$ cat src/sv/tnil_pkg.sv
// Shared types and constants of the top-N insertion list.
`timescale 1ns / 1ps

package tnil_pkg;

    // Built depth of the list.
    localparam int DEPTH_DEFAULT = 16;

    // Field widths.
    localparam int COUNT_W  = 32;
    localparam int TAG_W    = 32;
    localparam int POS_W    = 4;
    localparam int LENREG_W = 5;

    // Configuration port.
    localparam int PADDR_W = 3;
    localparam int PDATA_W = 32;
    localparam logic [LENREG_W-1:0] LIST_LENGTH_RESET = 5'd10;
    localparam logic REG_LIST_LENGTH = 1'b0;

    // Input actions.
    typedef enum logic [1:0] {
        ACT_CLEAR = 2'd0,
        ACT_OFFER = 2'd1,
        ACT_READ  = 2'd2,
        ACT_NONE  = 2'd3
    } action_t;

    // Input beat.
    typedef struct packed {
        action_t             action;
        logic [COUNT_W-1:0]  offer_count;
        logic [TAG_W-1:0]    offer_tag;
        logic [POS_W-1:0]    read_index;
    } in_beat_t;

    // Result beat.
    typedef struct packed {
        logic                placed;
        logic [POS_W-1:0]    placed_position;
        logic                entry_valid;
        logic [COUNT_W-1:0]  entry_count;
        logic [TAG_W-1:0]    entry_tag;
    } out_beat_t;

    // Control handed to each cell.
    typedef struct packed {
        logic clear;
        logic offer;
        logic in_use;
        logic found_in;
    } cell_ctrl_t;

endpackage

$ cat src/sv/tnil_cell.sv
// One list position: holds an entry, compares against the offer, shifts down.
`timescale 1ns / 1ps

module tnil_cell (
    input  logic                        clk,
    input  logic                        rst_n,
    input  tnil_pkg::cell_ctrl_t        ctrl,
    input  logic [tnil_pkg::COUNT_W-1:0] offer_count,
    input  logic [tnil_pkg::TAG_W-1:0]   offer_tag,
    input  logic [tnil_pkg::COUNT_W-1:0] prev_count,
    input  logic [tnil_pkg::TAG_W-1:0]   prev_tag,
    input  logic                        prev_valid,
    output logic [tnil_pkg::COUNT_W-1:0] count,
    output logic [tnil_pkg::TAG_W-1:0]   tag,
    output logic                        valid,
    output logic                        found_out,
    output logic                        ins
);
    import tnil_pkg::*;

    logic [COUNT_W-1:0] count_reg, count_next;
    logic [TAG_W-1:0]   tag_reg, tag_next;
    logic               valid_reg, valid_next;
    logic               gt;

    // Compare the offer against this position and pass the find down the row
    assign gt        = ctrl.in_use && (offer_count > count_reg);
    assign ins       = ctrl.offer && gt && !ctrl.found_in;
    assign found_out = ctrl.found_in || gt;

    // Clear, take the neighbour's entry, take the offer, or hold
    always_comb
    begin
        count_next = count_reg;
        tag_next   = tag_reg;
        valid_next = valid_reg;
        if (ctrl.clear)
        begin
            count_next = '0;
            valid_next = 1'b0;
        end
        else if (ctrl.offer && ctrl.in_use)
        begin
            if (ctrl.found_in)
            begin
                count_next = prev_count;
                tag_next   = prev_tag;
                valid_next = prev_valid;
            end
            else if (gt)
            begin
                count_next = offer_count;
                tag_next   = offer_tag;
                valid_next = 1'b1;
            end
        end
    end

    always_ff @(posedge clk or negedge rst_n)
    begin
        if (!rst_n)
        begin
            count_reg <= '0;
            valid_reg <= 1'b0;
        end
        else
        begin
            count_reg <= count_next;
            valid_reg <= valid_next;
        end
    end

    // Tags need no reset: they are only shown behind a valid mark
    always_ff @(posedge clk)
    begin
        tag_reg <= tag_next;
    end

    assign count = count_reg;
    assign tag   = tag_reg;
    assign valid = valid_reg;

endmodule

$ cat src/sv/top_n_insertion_list.sv
// Top level of the top-N insertion list: cell row, result register, register port.
`timescale 1ns / 1ps

// Keeps the DEPTH largest counts seen since the last clear, in descending order, each
// with a 32-bit tag, in a row of DEPTH cells. The offer is compared in all cells at once,
// the first in-use cell holding a smaller count takes it and the cells below it shift
// down one place, so one beat is accepted per cycle while the result register is free or
// being taken. Each beat gives exactly one result beat, registered, in the cycle after
// acceptance. list_length (address 0) sets the positions in use; 0 acts as 1 and values
// above DEPTH act as DEPTH. Write it only while idle.
module top_n_insertion_list #(
    parameter int DEPTH = tnil_pkg::DEPTH_DEFAULT
) (
    input  logic                         clk,
    input  logic                         rst_n,
    input  logic                         in_valid,
    output logic                         in_stall,
    input  tnil_pkg::in_beat_t           in_data,
    output logic                         out_valid,
    input  logic                         out_stall,
    output tnil_pkg::out_beat_t          out_data,
    input  logic                         psel,
    input  logic                         penable,
    input  logic                         pwrite,
    input  logic [tnil_pkg::PADDR_W-1:0] paddr,
    input  logic [tnil_pkg::PDATA_W-1:0] pwdata,
    output logic [tnil_pkg::PDATA_W-1:0] prdata,
    output logic                         pready
);
    import tnil_pkg::*;

    localparam int LEN_W = $clog2(DEPTH + 1);
    localparam int CW    = (LEN_W > LENREG_W) ? LEN_W : LENREG_W;
    localparam int IW    = $clog2(DEPTH);
    localparam int RW    = (IW > POS_W) ? IW : POS_W;

    logic [LENREG_W-1:0] list_length_reg;
    logic [CW-1:0]       len_raw;
    logic [CW-1:0]       used_len;
    logic                in_fire;
    logic                out_valid_reg;
    out_beat_t           out_reg, out_next;

    logic [COUNT_W-1:0] cell_count [DEPTH];
    logic [TAG_W-1:0]   cell_tag   [DEPTH];
    logic [DEPTH-1:0]   cell_valid;
    logic [DEPTH-1:0]   cell_found;
    logic [DEPTH-1:0]   cell_ins;
    logic [DEPTH-1:0]   in_use;
    logic [DEPTH-1:0]   rd_sel;
    cell_ctrl_t         cell_ctrl [DEPTH];

    logic [POS_W-1:0]   ins_pos;
    logic [COUNT_W-1:0] rd_count;
    logic [TAG_W-1:0]   rd_tag;
    logic               rd_valid;

    // Register port
    assign pready = 1'b1;

    always_ff @(posedge clk or negedge rst_n)
    begin
        if (!rst_n)
        begin
            list_length_reg <= LIST_LENGTH_RESET;
        end
        else if (psel && penable && pwrite && paddr[2] == REG_LIST_LENGTH)
        begin
            list_length_reg <= pwdata[LENREG_W-1:0];
        end
    end

    assign prdata = (paddr[2] == REG_LIST_LENGTH) ?
                    {{(PDATA_W-LENREG_W){1'b0}}, list_length_reg} : '0;

    // Clamp the length in use to 1..DEPTH
    assign len_raw = CW'(list_length_reg);

    always_comb
    begin
        priority if (len_raw == '0)
        begin
            used_len = CW'(1);
        end
        else if (len_raw > CW'(DEPTH))
        begin
            used_len = CW'(DEPTH);
        end
        else
        begin
            used_len = len_raw;
        end
    end

    // Accept a beat whenever the result register is free or being taken
    assign in_stall  = out_valid_reg && out_stall;
    assign in_fire   = in_valid && !in_stall;
    assign out_valid = out_valid_reg;
    assign out_data  = out_reg;

    // Row of cells
    for (genvar i = 0; i < DEPTH; i++)
    begin : g_cell
        assign in_use[i]             = CW'(i) < used_len;
        assign cell_ctrl[i].clear    = in_fire && (in_data.action == ACT_CLEAR);
        assign cell_ctrl[i].offer    = in_fire && (in_data.action == ACT_OFFER);
        assign cell_ctrl[i].in_use   = in_use[i];
        assign rd_sel[i] = (RW'(in_data.read_index) == RW'(i)) && in_use[i] && cell_valid[i];

        if (i == 0)
        begin : g_first
            assign cell_ctrl[i].found_in = 1'b0;
            tnil_cell u_cell (
                .clk         (clk),
                .rst_n       (rst_n),
                .ctrl        (cell_ctrl[i]),
                .offer_count (in_data.offer_count),
                .offer_tag   (in_data.offer_tag),
                .prev_count  ('0),
                .prev_tag    ('0),
                .prev_valid  (1'b0),
                .count       (cell_count[i]),
                .tag         (cell_tag[i]),
                .valid       (cell_valid[i]),
                .found_out   (cell_found[i]),
                .ins         (cell_ins[i])
            );
        end
        else
        begin : g_rest
            assign cell_ctrl[i].found_in = cell_found[i-1];
            tnil_cell u_cell (
                .clk         (clk),
                .rst_n       (rst_n),
                .ctrl        (cell_ctrl[i]),
                .offer_count (in_data.offer_count),
                .offer_tag   (in_data.offer_tag),
                .prev_count  (cell_count[i-1]),
                .prev_tag    (cell_tag[i-1]),
                .prev_valid  (cell_valid[i-1]),
                .count       (cell_count[i]),
                .tag         (cell_tag[i]),
                .valid       (cell_valid[i]),
                .found_out   (cell_found[i]),
                .ins         (cell_ins[i])
            );
        end
    end

    // Encode the insertion place and select the read entry
    always_comb
    begin
        ins_pos  = '0;
        rd_count = '0;
        rd_tag   = '0;
        for (int k = 0; k < DEPTH; k++)
        begin
            if (cell_ins[k])
            begin
                ins_pos = ins_pos | POS_W'(k);
            end
            if (rd_sel[k])
            begin
                rd_count = rd_count | cell_count[k];
                rd_tag   = rd_tag | cell_tag[k];
            end
        end
    end

    assign rd_valid = |rd_sel;

    // Build the result beat
    always_comb
    begin
        out_next = '0;
        unique case (in_data.action)
            ACT_OFFER:
            begin
                out_next.placed          = |cell_ins;
                out_next.placed_position = ins_pos;
            end
            ACT_READ:
            begin
                out_next.entry_valid = rd_valid;
                out_next.entry_count = rd_count;
                out_next.entry_tag   = rd_tag;
            end
            ACT_CLEAR, ACT_NONE:
            begin
                out_next = '0;
            end
            default:
            begin
                out_next = '0;
            end
        endcase
    end

    // Result register
    always_ff @(posedge clk or negedge rst_n)
    begin
        if (!rst_n)
        begin
            out_valid_reg <= 1'b0;
        end
        else if (in_fire)
        begin
            out_valid_reg <= 1'b1;
        end
        else if (!out_stall)
        begin
            out_valid_reg <= 1'b0;
        end
    end

    always_ff @(posedge clk)
    begin
        if (in_fire)
        begin
            out_reg <= out_next;
        end
    end

    // Checks
    a_ins_onehot: assert property (@(posedge clk) disable iff (!rst_n)
        $onehot0(cell_ins))
        else $error("more than one cell took the offer");

    a_clear_empties: assert property (@(posedge clk) disable iff (!rst_n)
        in_fire && in_data.action == ACT_CLEAR |=> cell_valid == '0)
        else $error("valid marks left after clear");

    a_stall_only_full: assert property (@(posedge clk) disable iff (!rst_n)
        in_stall |-> out_valid_reg)
        else $error("input stalled with an empty result register");

    a_offer_fields: assert property (@(posedge clk) disable iff (!rst_n)
        out_valid_reg && out_reg.placed |-> !out_reg.entry_valid)
        else $error("offer result carries a read entry");

endmodule

$ cat config.mk
export PLATFORM = sky130hd
export DESIGN_NAME = top_n_insertion_list
export DESIGN_NICKNAME = d
export VERILOG_FILES = /design/src/sv/tnil_pkg.sv /design/src/sv/tnil_cell.sv /design/src/sv/top_n_insertion_list.sv
export SDC_FILE = /design/constraint.sdc
export NUM_CORES = 2
export LEC_CHECK = 0
export BUFFER_PORTS_ARGS = -buffer_cell sky130_fd_sc_hd__buf_2
export CELL_PAD_IN_SITES_DETAIL_PLACEMENT = 1
export CELL_PAD_IN_SITES_GLOBAL_PLACEMENT = 2
export CORE_ASPECT_RATIO = 0.75
export CORE_MARGIN = 4
export CORE_UTILIZATION = 30
export DETAILED_ROUTE_END_ITERATION = 8
export PLACE_DENSITY = 0.71
export RECOVER_POWER = 50
export SYNTH_ARGS = -nofsm -noshare
export SYNTH_HDL_FRONTEND = slang
export SYNTH_SLANG_ARGS = --single-unit
$ cat constraint.sdc
create_clock -name clk -period 11.6 [get_ports clk]
set_clock_uncertainty 0.2 [all_clocks]
set_input_delay 0.58 -clock clk [delete_from_list [all_inputs] [get_ports clk]]
set_output_delay 0.58 -clock clk [all_outputs]
set_load 0.005 [all_outputs]
# == Word-level counts from Yosys, hierarchy flattened ==
# Index checks and enable logic that the tools add are counted.
# totals
register_bits,1116
output_inout_bits,105
word_cells,562
# classes
magnitude_cmp,33
eq_ne,18
n_mux,208
bitwise_logic,32
reduce_logical,216
# ops
operator,count
two-way mux 32 bit,125
bitwise OR 32 bit,30
> comparator 32 bit,16
logical AND 1 bit,102
two-way mux 1 bit,66
nonzero test 2 bit,32
AND reduction 3 bit,16
nonzero test 3 bit,15
less-than comparator 4 x 5 -> 1 bit (first input constant),8
== test 4 bit (second input constant),8
two-way mux 4 bit,8
AND reduction 2 bit,16
OR reduction 16 bit,2
less-than comparator 3 x 5 -> 1 bit (first input constant),4
== test 4 x 3 -> 1 bit (second input constant),4
zero test 1 bit,16
two-way mux 5 bit,3
logical OR 1 bit,14
two-way mux 3 bit,4
less-than comparator 1 x 5 -> 1 bit (first input constant),2
less-than comparator 2 x 5 -> 1 bit (first input constant),2
== test 4 x 2 -> 1 bit (second input constant),2
> comparator 5 bit (second input constant),1
zero test 5 bit,1
8 further kinds,10

# == Depth between registers and ports, before layout ==
# depth
depth_word,37
depth_mapped,16
depth_no_buf,12

# == Cells and area by module ==
# A second synthesis with hierarchy kept.
# unflattened
hier_cells,6252
hier_area_um2,69954.6
# modules_own_cells
module,n_inst,cells_each,area_per_inst_um2,seq_area_each_um2
tnil_cell,16,312,3717.3,1786.7
top_n_insertion_list,1,1260,10477.5,2254.7

# == Worst setup path before layout ==
# No wires, ideal clock.
# synth_path
path_kind,input-to-reg
from,in in_data[36] (netlist bit)
to,reg g_cell[6].g_rest.u_cell.tag_reg[0] (enable)
setup_ns,0.466
arrival_time_ns,5.008
required_ns,10.934
slack_ns,5.926
stages,12
cell_sequence,inv_1 > ha_1 > nor2b_1 > o211ai_1 > a2111o_1 > a31oi_1 > a31oi_1 > nand4_1 > buf_2 > nor4_2 > clkbuf_1 > nor3_1
# synth_via
elab_chain_len,9
elab_cells_between_ends,21
# synth_rtl
item,line_no,text
from (decl),top_n_insertion_list.sv:18,"input tnil_pkg::in_beat_t in_data,"
> comparator 32 bit,tnil_cell.sv:27,assign gt = ctrl.in_use && (offer_count > count_reg);
logical AND 1 bit,tnil_cell.sv:27,
logical OR 1 bit (5 in a row),tnil_cell.sv:29,assign found_out = ctrl.found_in || gt;
nonzero test 2 bit (no source line) (*),n/a,
AND reduction 3 bit (no source line) (*),n/a,
to (signal assigned),tnil_cell.sv:76,tag_reg <= tag_next;
to (decl),tnil_cell.sv:22,"logic [TAG_W-1:0] tag_reg, tag_next;"
# Mark *: on every way between the ends. The rest lies on a longest branch, timed or not.
# A chain may end at the register's enable or synchronous reset.

# == Worst setup path in the final report ==
# layout_path
from,"reg list_length_reg[3], in the netlist len_raw[3]"
to,"reg out_reg, in the netlist out_data[60], data pin"
# layout_via
elab_chain_len,37
elab_cells_between_ends,83
# layout_rtl
item,line_no,text
from (decl),top_n_insertion_list.sv:37,logic [LENREG_W-1:0] list_length_reg;
from (signal assigned),top_n_insertion_list.sv:69,list_length_reg <= pwdata[LENREG_W-1:0];
> comparator 5 bit,top_n_insertion_list.sv:85,else if (len_raw > CW'(DEPTH))
two-way mux 5 bit,top_n_insertion_list.sv:85,
two-way mux 5 bit (*),top_n_insertion_list.sv:81,priority if (len_raw == '0)
less-than comparator 1 x 5 -> 1 bit,top_n_insertion_list.sv:104,assign in_use[i] = CW'(i) < used_len;
logical AND 1 bit (2 in a row),top_n_insertion_list.sv:108,assign rd_sel[i] = (RW'(in_data.read_index) == RW'(i)) && in_use[i] && cell_valid[i];
two-way mux 32 bit,top_n_insertion_list.sv:162,if (rd_sel[k])
bitwise OR 32 bit,top_n_insertion_list.sv:164,rd_count = rd_count | cell_count[k];
two-way mux 32 bit,top_n_insertion_list.sv:162,
[20 not listed],n/a,
bitwise OR 32 bit,top_n_insertion_list.sv:164,
two-way mux 32 bit,top_n_insertion_list.sv:162,
bitwise OR 32 bit,top_n_insertion_list.sv:164,
two-way mux 32 bit,top_n_insertion_list.sv:162,
bitwise OR 32 bit,top_n_insertion_list.sv:164,
two-way mux 32 bit,top_n_insertion_list.sv:162,
bitwise OR 32 bit,top_n_insertion_list.sv:164,
two-way mux 32 bit (*),top_n_insertion_list.sv:162,
to (signal assigned),top_n_insertion_list.sv:220,out_reg <= out_next;
to (decl),top_n_insertion_list.sv:42,"out_beat_t out_reg, out_next;"
# Marked as above.

==> impl_metrics.ini <==
[global_routing]
gr-total-overflow = 0
grt_pass1_wl_mm = 463
grt_max_degree = 140
antenna_found_initial = 28
grt_pass1_vias = 59900
grt_usage_pct = 27.7

[sta]
slew_headroom_pct = -282
finalMaxSlewViolations = 898
rsz0062_at_grt = no
final.setup.tns_ns = 0
min_period_ns = 9.67
hold_viol = 0
setup-violations-final = 0
fmax_mhz = 103
finalCritPeriodShare_pct = 83.4
hold_slack_ns = 0.0706
worstMarginPinSlew_ns = 5.73

[floorplan]
num_rows = 150
design.core.area_mm2 = 0.223
dieArea_mm2 = 0.232
initial_core_util_pct = 30.2
die_h_um = 418
io-pin-count = 217
die_x_um = 555

[setup_path]
endpoint_kind = flop
required_ns = 11.88
ff2ff_path_depth = 7
cp-start-kind = flop
arrival_ns = 9.95
worstPathMaxFanout = 47
crit_type = reg -> reg

[logic_synthesis]
ys_ff_latch = 1116
netlist_area_mm2 = 0.0672
synthArstFlopShare_pct = 47.8
synth-edff-count = 582
ys_warn_count = 0
syn_inst = 6769
synth.distinct_cells = 77
syn_area_per_cell_um2 = 9.93
synthFlopType = edfxtp_1
ys_seq_area_share_pct = 45.9

[route]
vias_per_cell = 6.15
wl_per_cell_um = 33.7
num_vias = 60300
dr.pass1.iters = 9
drc = 0
ant_nets = 0
drt_iter0_markers = 8193
routed_wl_mm = 330

[place]
dpl.hpwl_mm = 206
globalplace.congestion = 0.948
portBuffers = 159

[final_layout]
final_common_cell = a21oi_1
layout-drive-gt1-share_pct = 12.8
synthToLayoutAreaGrowth_pct = 12.9
nets = 7354
final_cell_mix = a21oi_1, nor2_1, edfxtp_1

[hold_path]
min_path_type = in -> reg
min_delay_path_depth = 3

[clocking]
post_cts_buffers = 0
post_cts_resized = 0
htreeDepth = 4
cts_buffer_depth = 3
clockRootBuffer = clkbuf_16
path_clk_slew_ns = 0.06
tritoncts = done
cts_inserted_buffers = 135
clk_latency_ns = 0.81
cts_sinks = 1116
cts_hold_buf = 40

[run]
max_cap_viol_count = 22

[outcome]
failed_checks = max-capacitance violations, max-slew violations
run_status = complete, but fails checks

[power_and_ir_drop]
leakage_uw = 0.0290
vdd_drop_max_v = 0.000164
cellPowerDensity_mw_per_mm2 = 194
-- final timing paths --
check                                                    to                        startpoint  slack [ns]
max                                            out_data[60]                        len_raw[3]        1.93
min                        g_cell[7].g_rest.u_cell.count[0]                       in_data[36]        0.07
max reg2reg                                    out_data[60]                        len_raw[3]        1.93
min reg2reg                g_cell[6].g_rest.u_cell.count[5]  g_cell[6].g_rest.u_cell.count[5]        0.32
max in group asynchronous    g_cell[10].g_rest.u_cell.valid                             rst_n        3.08
min in group asynchronous  g_cell[5].g_rest.u_cell.count[9]                             rst_n        2.25
-- cell usage after synthesis (8+ instances only) --
cell type	instances	share of area (%)
mux2i_1	70	1.0
and2_1	8	0.074
ha_1	512	9.5
a21boi_0	8	0.089
a211o_1	15	0.20
nor2b_1	22	0.20
o31ai_1	71	0.79
o211ai_1	14	0.16
o221ai_1	36	0.47
clkbuf_1	446	2.5
and4_1	72	0.94
mux2_2	391	6.6
nor3_1	30	0.22
a32oi_1	98	1.3
inv_1	559	3.1
nand4_1	142	1.3
a211oi_1	151	1.7
nor2_1	621	3.5
o21ai_0	192	1.4
a222oi_1	128	1.9
a221oi_1	75	0.98
nand3_1	188	1.4
nor4_1	23	0.21
dfrtp_1	532	20
a22oi_1	229	2.6
buf_1	36	0.20
edfxtp_1	582	26
a21o_1	60	0.67
nand2_1	508	2.8
a21oi_1	612	4.6
a31oi_1	80	0.74
o21a_1	12	0.13
or3_1	11	0.10
and3_1	12	0.11
buf_4	29	0.32
a22o_1	65	0.85
nand2b_1	19	0.18
buf_2	29	0.22
-- report_power, final --
group / internal, µW / total (µW) / leakage, µW / switching, µW
clock network: 2600 / 4500 / 0.00222 / 1900
logic: 1540 / 4550 / 0.0146 / 3010
registers: 4860 / 5650 / 0.0121 / 791
-- metal layers --
metal | global-route usage, % | vias up | routed length, µm
met5 | 0 | - | 17
met4 | 10.1 | 2 | 13900
met3 | 6.24 | 668 | 34000
met2 | 40.9 | 3319 | 140000
met1 | 39.3 | 31200 | 143000
li1 | - | 25100 | -
-- layout make-up --
| type | instances | area [µm²] |
|---|---|---|
| Fill cell | 24900 | 147000 |
| Antenna cell | 13 | 32.5 |
| Timing Repair Buffer | 341 | 2150 |
| Inverter | 559 | 2100 |
| Clock inverter | 54 | 571 |
| Sequential cell | 1116 | 30800 |
| Tap cell | 2964 | 3710 |
| Multi-Input combinational cell | 4577 | 32500 |
| Clock buffer | 191 | 3960 |
-- cells by family after synthesis --
logic type	count (synthesis)	synth area share, %
flip-flops	1116	45.9
adder cells (fa/ha/maj)	512	9.53
buffers and inverters	1102	6.41
multiplexers	461	7.59
AND/OR/NAND/NOR	1679	11.4
AO/OA/AOI/OAI	1897	19.2
other	2	0.0112
-- metrics by stage --
stage	cell area [µm²]	utilization, %	instances	total power [µW]	setup slack [ns]
4_1_cts	76100	34.2	9802	14600	4.49
3_3_place_gp	71200	31.9	9517	9910	3.91
6_report	75900	34.1	9815	14700	1.93
3_5_place_dp	71200	31.9	9517	10100	3.85
5_1_grt	75900	34.1	9810	15400	2.10
2_1_floorplan	67300	-	6795	8090	5.93
-- critical path, stage by stage (launching register included) --
cell      delay [ns]
dfstp_1         0.87
or3_1           0.22
a21oi_1         0.13
nor2_1          2.24
clkbuf_1        3.73
a22oi_1         0.65
and4_1          0.57
a31oi_1         0.72
Note: power is estimated with default switching activity, not from simulation.
